[config.mk]
export PLATFORM = sky130hd
export DESIGN_NAME = quoted_printable_encoder
export DESIGN_NICKNAME = d
export VERILOG_FILES = /design/src/qpe_pkg.sv /design/src/qpe_decode.sv /design/src/quoted_printable_encoder.sv
export SDC_FILE = /design/constraint.sdc
export NUM_CORES = 1
export LEC_CHECK = 0
export ABC_AREA = 1
export BUFFER_PORTS_ARGS = -buffer_cell sky130_fd_sc_hd__buf_2
export CAP_MARGIN = 10
export CORE_ASPECT_RATIO = 0.7
export CORE_MARGIN = 8
export CORE_UTILIZATION = 40
export DETAILED_ROUTE_END_ITERATION = 8
export PLACE_DENSITY = 0.66
export REMOVE_ABC_BUFFERS = 1
export SYNTH_ARGS = -nofsm -noshare
export SYNTH_HDL_FRONTEND = slang
export SYNTH_SLANG_ARGS = --single-unit
[constraint.sdc]
create_clock -name clk -period 12.4 [get_ports clk]
set_input_delay 1.86 -clock clk [delete_from_list [all_inputs] [get_ports clk]]
set_output_delay 1.86 -clock clk [all_outputs]
set_load 0.005 [all_outputs]
[src/qpe_pkg.sv]
// types, constants and helpers shared by the quoted-printable encoder
package qpe_pkg;

  localparam int CHAR_W    = 8;
  localparam int RUN_MAX   = 6;
  localparam int RUN_IDX_W = 3;

  localparam logic [CHAR_W-1:0] CH_CR  = 8'h0D;
  localparam logic [CHAR_W-1:0] CH_LF  = 8'h0A;
  localparam logic [CHAR_W-1:0] CH_SP  = 8'h20;
  localparam logic [CHAR_W-1:0] CH_TAB = 8'h09;
  localparam logic [CHAR_W-1:0] CH_EQ  = 8'h3D;

  localparam logic [CHAR_W-1:0] LIT_LO_A = 8'd33;
  localparam logic [CHAR_W-1:0] LIT_HI_A = 8'd60;
  localparam logic [CHAR_W-1:0] LIT_LO_B = 8'd62;
  localparam logic [CHAR_W-1:0] LIT_HI_B = 8'd126;

  localparam logic [CHAR_W-1:0] LINE_LIMIT_RESET = 8'd76;

  localparam int CFG_ADDR_W = 3;
  localparam int CFG_DATA_W = 32;
  localparam logic [CFG_ADDR_W-1:0] ADDR_LINE_LIMIT = 3'd0;

  typedef struct packed {
    logic [CHAR_W-1:0] data_byte;
    logic [CHAR_W-1:0] next_byte;
    logic              final_byte;
  } qpe_in_t;

  typedef struct packed {
    logic [CHAR_W-1:0] out_char;
    logic              run_last;
  } qpe_out_t;

  typedef struct packed {
    logic [RUN_MAX-1:0][CHAR_W-1:0] chars;
    logic [RUN_IDX_W-1:0]           count;
  } qpe_run_t;

  function automatic logic [CHAR_W-1:0] hex_char(input logic [3:0] nib);
    logic [CHAR_W-1:0] res;
    if (nib < 4'd10) begin
      res = 8'h30 + {4'h0, nib};
    end else begin
      res = 8'h37 + {4'h0, nib};
    end
    return res;
  endfunction

endpackage

[src/qpe_decode.sv]
// classifies one byte and builds its run of output characters
module qpe_decode
  import qpe_pkg::*;
(
  input  qpe_in_t           item,
  input  logic [CHAR_W-1:0] line_length,
  input  logic [CHAR_W-1:0] line_limit,
  output qpe_run_t          run,
  output logic [CHAR_W-1:0] line_length_nxt
);

  logic [CHAR_W-1:0] c;
  logic              ends_line;
  logic              is_print;
  logic              is_ws;
  logic              is_eol;
  logic              literal;
  logic              encoded;
  logic [CHAR_W:0]   need;
  logic              brk;
  logic [CHAR_W-1:0] p0;
  logic [CHAR_W-1:0] p1;
  logic [CHAR_W-1:0] p2;
  logic [CHAR_W-1:0] base;

  always_comb begin
    c         = item.data_byte;
    ends_line = item.final_byte || item.next_byte == CH_LF || item.next_byte == CH_CR;
    is_print  = (c >= LIT_LO_A && c <= LIT_HI_A) || (c >= LIT_LO_B && c <= LIT_HI_B);
    is_ws     = c == CH_SP || c == CH_TAB;
    is_eol    = c == CH_CR || c == CH_LF;
    literal   = is_print || (is_ws && !ends_line);
    encoded   = !literal && !is_eol;
    need      = encoded ? 9'd3 : 9'd1;
    brk       = !is_eol && (({1'b0, line_length} + need) >= {1'b0, line_limit});

    p0 = encoded ? CH_EQ : c;
    p1 = hex_char(c[7:4]);
    p2 = hex_char(c[3:0]);

    run.chars = '0;
    if (brk) begin
      run.chars[0] = CH_EQ;
      run.chars[1] = CH_CR;
      run.chars[2] = CH_LF;
      run.chars[3] = p0;
      run.chars[4] = p1;
      run.chars[5] = p2;
    end else begin
      run.chars[0] = p0;
      run.chars[1] = p1;
      run.chars[2] = p2;
    end
    run.count = (brk ? 3'd3 : 3'd0) + (encoded ? 3'd3 : 3'd1);

    base = brk ? '0 : line_length;
    if (is_eol) begin
      line_length_nxt = '0;
    end else begin
      line_length_nxt = base + need[CHAR_W-1:0];
    end
  end

endmodule

[src/quoted_printable_encoder.sv]
// quoted-printable encoder top level: input stage, run register, config port
//
//  channel | direction | handshake            | payload
//  in      | input     | in_valid / in_ready   | in_data  (qpe_in_t)
//  out     | output    | out_valid / out_ready | out_data (qpe_out_t)
//  cfg     | input     | psel/penable/pwrite   | paddr, pwdata, prdata
//
// one output word per cycle while out_ready is high; an input word gives 1, 3, 4
// or 6 words, holding the output side until all have left; the run register sets the pace
// an accepted input word goes to the input register, then the run register, then out
// with out_ready high, a byte with one output word lets a new input word in every cycle
// synchronous active-low reset clears valids, line length and sets line_limit to 76
// stalls on out_ready back up through the input register to in_ready
module quoted_printable_encoder
  import qpe_pkg::*;
(
  input  logic                  clk,
  input  logic                  rst_n,
  input  logic                  in_valid,
  output logic                  in_ready,
  input  qpe_in_t               in_data,
  output logic                  out_valid,
  input  logic                  out_ready,
  output qpe_out_t              out_data,
  input  logic                  psel,
  input  logic                  penable,
  input  logic                  pwrite,
  input  logic [CFG_ADDR_W-1:0] paddr,
  input  logic [CFG_DATA_W-1:0] pwdata,
  output logic [CFG_DATA_W-1:0] prdata,
  output logic                  pready
);

  logic                 s1_valid_r;
  logic                 s1_valid_nxt;
  qpe_in_t              s1_r;
  logic                 run_valid_r;
  logic                 run_valid_nxt;
  qpe_run_t             run_r;
  qpe_run_t             run_dec;
  logic [RUN_IDX_W-1:0] run_idx_r;
  logic [RUN_IDX_W-1:0] run_idx_nxt;
  logic [CHAR_W-1:0]    line_length_r;
  logic [CHAR_W-1:0]    line_length_nxt;
  logic [CHAR_W-1:0]    line_length_dec;
  logic [CHAR_W-1:0]    line_limit_r;
  logic [CHAR_W-1:0]    line_limit_nxt;
  logic                 run_last;
  logic                 run_free;
  logic                 s1_move;
  logic                 cfg_wr;

  qpe_decode u_decode (
    .item            (s1_r),
    .line_length     (line_length_r),
    .line_limit      (line_limit_r),
    .run             (run_dec),
    .line_length_nxt (line_length_dec)
  );

  assign run_last  = run_idx_r == (run_r.count - 3'd1);
  assign run_free  = !run_valid_r || (out_ready && run_last);
  assign s1_move   = s1_valid_r && run_free;
  assign in_ready  = !s1_valid_r || run_free;

  assign out_valid         = run_valid_r;
  assign out_data.out_char = run_r.chars[run_idx_r];
  assign out_data.run_last = run_last;

  assign cfg_wr = psel && penable && pwrite && pready;
  assign pready = 1'b1;
  assign prdata = (paddr == ADDR_LINE_LIMIT) ? {{(CFG_DATA_W-CHAR_W){1'b0}}, line_limit_r} : '0;

  always_comb begin
    s1_valid_nxt    = s1_valid_r;
    run_valid_nxt   = run_valid_r;
    run_idx_nxt     = run_idx_r;
    line_length_nxt = line_length_r;
    line_limit_nxt  = line_limit_r;
    if (run_free) begin
      run_valid_nxt = s1_valid_r;
    end
    if (s1_move) begin
      run_idx_nxt     = '0;
      line_length_nxt = line_length_dec;
    end else if (run_valid_r && out_ready) begin
      run_idx_nxt = run_idx_r + 3'd1;
    end
    if (in_valid && in_ready) begin
      s1_valid_nxt = 1'b1;
    end else if (s1_move) begin
      s1_valid_nxt = 1'b0;
    end
    if (cfg_wr && paddr == ADDR_LINE_LIMIT) begin
      line_limit_nxt = pwdata[CHAR_W-1:0];
    end
  end

  always_ff @(posedge clk) begin
    if (!rst_n) begin
      s1_valid_r    <= 1'b0;
      run_valid_r   <= 1'b0;
      run_idx_r     <= '0;
      line_length_r <= '0;
      line_limit_r  <= LINE_LIMIT_RESET;
    end else begin
      s1_valid_r    <= s1_valid_nxt;
      run_valid_r   <= run_valid_nxt;
      run_idx_r     <= run_idx_nxt;
      line_length_r <= line_length_nxt;
      line_limit_r  <= line_limit_nxt;
    end
  end

  always_ff @(posedge clk) begin
    if (in_valid && in_ready) begin
      s1_r <= in_data;
    end
    if (s1_move) begin
      run_r <= run_dec;
    end
  end

`ifndef SYNTH
  a_idx_in_run: assert property (@(posedge clk) disable iff (!rst_n)
    run_valid_r |-> run_idx_r < run_r.count)
    else $error("run index past run length");

  a_run_count: assert property (@(posedge clk) disable iff (!rst_n)
    run_valid_r |-> (run_r.count == 3'd1 || run_r.count == 3'd3 ||
                     run_r.count == 3'd4 || run_r.count == 3'd6))
    else $error("illegal run length");

  a_run_continues: assert property (@(posedge clk) disable iff (!rst_n)
    (out_valid && out_ready && !out_data.run_last) |=> out_valid)
    else $error("run dropped before its last word");

  a_accept_fills: assert property (@(posedge clk) disable iff (!rst_n)
    (in_valid && in_ready) |=> s1_valid_r)
    else $error("accepted word lost from input register");

  a_held_stage: assert property (@(posedge clk) disable iff (!rst_n)
    (s1_valid_r && !s1_move) |=> (s1_valid_r && $stable(s1_r)))
    else $error("input register changed while waiting");
`endif

endmodule

==> flow_summary.yaml <==
outcome:
  outcome: "completed"
logic_synthesis:
  syn_inst: 505
  synth_top_area_share_pct: 42.3
  synth.cell_area_um2: 4540
  synthDominantAreaCellType: "edfxtp_1"
  yosys.cell_types.count: 37
  post_syn_area_per_cell_um2: 8.99
  register_area_share_after_synthesis_pct: 51.6
  synth.area.top_cells: "edfxtp_1, dfxtp_1, nor2_1"
  ys_ff_latch: 85
  ys_warn_count: 0
setup_path:
  worst_ep_required_time_ns: 12.63
  r2r.worst_path.cells: 30
  crit_path_max_incr_delay_ns: 0.53
  cp-end-kind: "flip-flop"
  cp-start-kind: "flip-flop"
  crit_path_arrival_time_ns: 5.41
  worst_path_most_repeated_cell: "nand2_1"
  critPathMaxFanout: 45
  critPathKind: "reg -> reg"
  worst_path_max_delay_cell: "fa_1"
min_path:
  hold-path-cell-count: 2
  timing.hold.worst.class: "reg -> reg"
clock_network:
  cts_setup_buffers: 0
  cts-buffers-inserted: 9
  clock_tree.htree_level_count: 3
  tritoncts: "yes"
  buffer_depth_of_the_longest_clock_path: 2
  clkLatencyLatePin_ns: 0.35
  cts-root-buf: "clkbuf_16"
  ctsHoldBuffers: 0
  clock-sinks: 85
  post_cts.resized_instances: 0
  cts.reportedPaths.clkPinSlew_ns: 0.06
run:
  max_cap_violations: 0
timing:
  final_hold_viol_count: 0
  slew_viol_final: 0
  slew_headroom_pct: 42.7
  worst_clock_skew_ns: 0.0107
  finalSetupViolCount: 0
  setup_tns_ns: 0
  fmax_mhz: 193
  crit_path_setup_slack_layout_ns: 7.22
  final.period_utilization_pct: 41.8
  grt_setup_unrepaired: "false"
  tightest_slew_ns: 0.858
  final.min_clock_period_ns: 5.18
floorplan:
  initial_utilization_pct: 41.1
  die-height_um: 105
  die_area_um2: 15100
  boundaryPins: 103
  placement_rows: 32
  core_um2: 11100
  die_width_um: 143
power:
  max-vdd-ir-drop_v: 0.0000746
  static-leakage-power_nw: 2.29
  powerDensity_nw_per_um2: 131
grt:
  grt_overflow: 0
  groute.usage.overall_pct: 13.3
  grt_pass1_wl_mm: 16.1
  largest_net_degree_at_the_start_of_global_routing: 48
  first_global_vias: 3393
  grt_antenna_before_repair: 0
routing:
  first_pass_iters: 4
  num_vias: 3340
  average_wire_per_cell_in_the_routed_design_um: 13.5
  vias_per_cell: 4.70
  number_of_drc_markers_after_the_initial_detailed_route_iteration: 248
  wirelength_routed_mm: 9.57
  total_drc_errors_in_the_routed_layout: 0
  antenna_left: 0
final_layout:
  synthesis_to_layout_area_growth_pct: 13.2
  nFillCells: 1072
  net_count_of_the_finished_layout: 633
  mostFrequentLayoutCell: "nor2_1"
  finalCoreUtilization_pct: 46.5
  postLayoutCellArea_um2: 5140
  mostFrequentLayoutCells: "nor2_1, nand2_1, edfxtp_1"
  drive_above_1_share_pct: 14.5
  antenna_cells_inserted: 0
placed_design:
  routabilityCongestion: 0.816
  place_hpwl_mm: 6.88
  portBuffers: 53
  postPlaceCellArea_um2: 4810
  dp_slack_ns: 7.29
## registers in the layout, summed over array words and instances (netlist names)
signal         count
run_idx_r          3
line_length_r      8
s1_r              17
s1_valid_r         1
run_r             47
line_limit_r       8
out_valid          1
## through the flow
| stage | power, W | hold WS, ns | cells |
|---|---|---|---|
| floorplan | 0.000368 | 0.448 | 488 |
| global placement | 0.000387 | 0.462 | 695 |
| detailed placement | 0.000390 | 0.468 | 695 |
| CTS | 0.000682 | 0.478 | 711 |
| global route | 0.000700 | 0.526 | 711 |
| finish | 0.000674 | 0.479 | 711 |
## final cells by class
type	count	area [µm²]	share of cell area, %
flip-flops and latches	85	2340	45.6
clock inverters	3	47.5	0.925
clock buffers	13	283	5.50
well taps	153	191	3.72
repair buffers	54	273	5.31
inverters	60	226	4.41
multi-input cells	343	1780	34.6
## metal layers
layer  vias to the layer above  routed length [µm]  GRT usage (%)
met2                        79                4290           20.2
met4                         0                 119           6.51
met1                      1533                4510           17.2
met3                         8                 650           3.73
li1                       1720                   -              -
met5                         -                   0              0
## cell families (layout without fill, tap and decap cells)
kind of cell               after synthesis  count (layout)  share of synthesized area [%]
AOI/OAI and AO/OA                       77              77                           9.68
xor gates and xnor gates                11              11                           2.12
adders and majority gates               21              21                           6.12
buffers and inverters                  102             130                           11.3
DFF                                     85              85                           51.6
other                                    2              27                          0.165
and+or+nand+nor                        207             207                           19.0
## synthesized netlist by cell type, drive strengths merged
| cell type | number |
|---|---|
| nand2 | 85 |
| nor2 | 83 |
| edfxtp | 64 |
| inv | 58 |
| o21ai | 42 |
| buf | 36 |
| nand3 | 23 |
| dfxtp | 21 |
| a21oi | 20 |
| ha | 19 |
| xor2 | 10 |
| o32ai | 8 |
| nor3 | 7 |
| clkbuf | 6 |
| nand4 | 6 |
| a31oi | 3 |
| clkinv | 2 |
| conb | 2 |
| fa | 2 |
| a211oi | 1 |
| a41oi | 1 |
| and3 | 1 |
| o211ai | 1 |
| o31ai | 1 |
| or2 | 1 |
| or3 | 1 |
| xnor2 | 1 |
## where the power goes
group / internal [W] / leakage, nW / switching (W)
Combinational: 0.0000192 / 1.36 / 0.0000363
Clock: 0.000182 / 0.161 / 0.000108
Sequential: 0.000321 / 0.772 / 0.00000764
Total: 0.000522 / 2.29 / 0.000152
## critical path: cells and delay by family, from the launching register on
| kind | cells | cell delay, ns |
|---|---|---|
| simple gates | 17 | 2.14 |
| fa+ha+maj | 4 | 1.28 |
| buf+inv | 6 | 0.72 |
| flops | 1 | 0.47 |
| compound gates | 2 | 0.29 |
| xor+xnor | 1 | 0.15 |
## path summary, 6_finish.rpt
kind	from	slack [ns]	end
max	s1_r[13]	7.22	line_length_r[4]
min	line_limit_r[0]	0.48	line_limit_r[0]
max reg2reg	s1_r[13]	7.22	line_length_r[4]
min reg2reg	line_limit_r[0]	0.48	line_limit_r[0]
No activity file was read; power rests on OpenSTA's default activity.
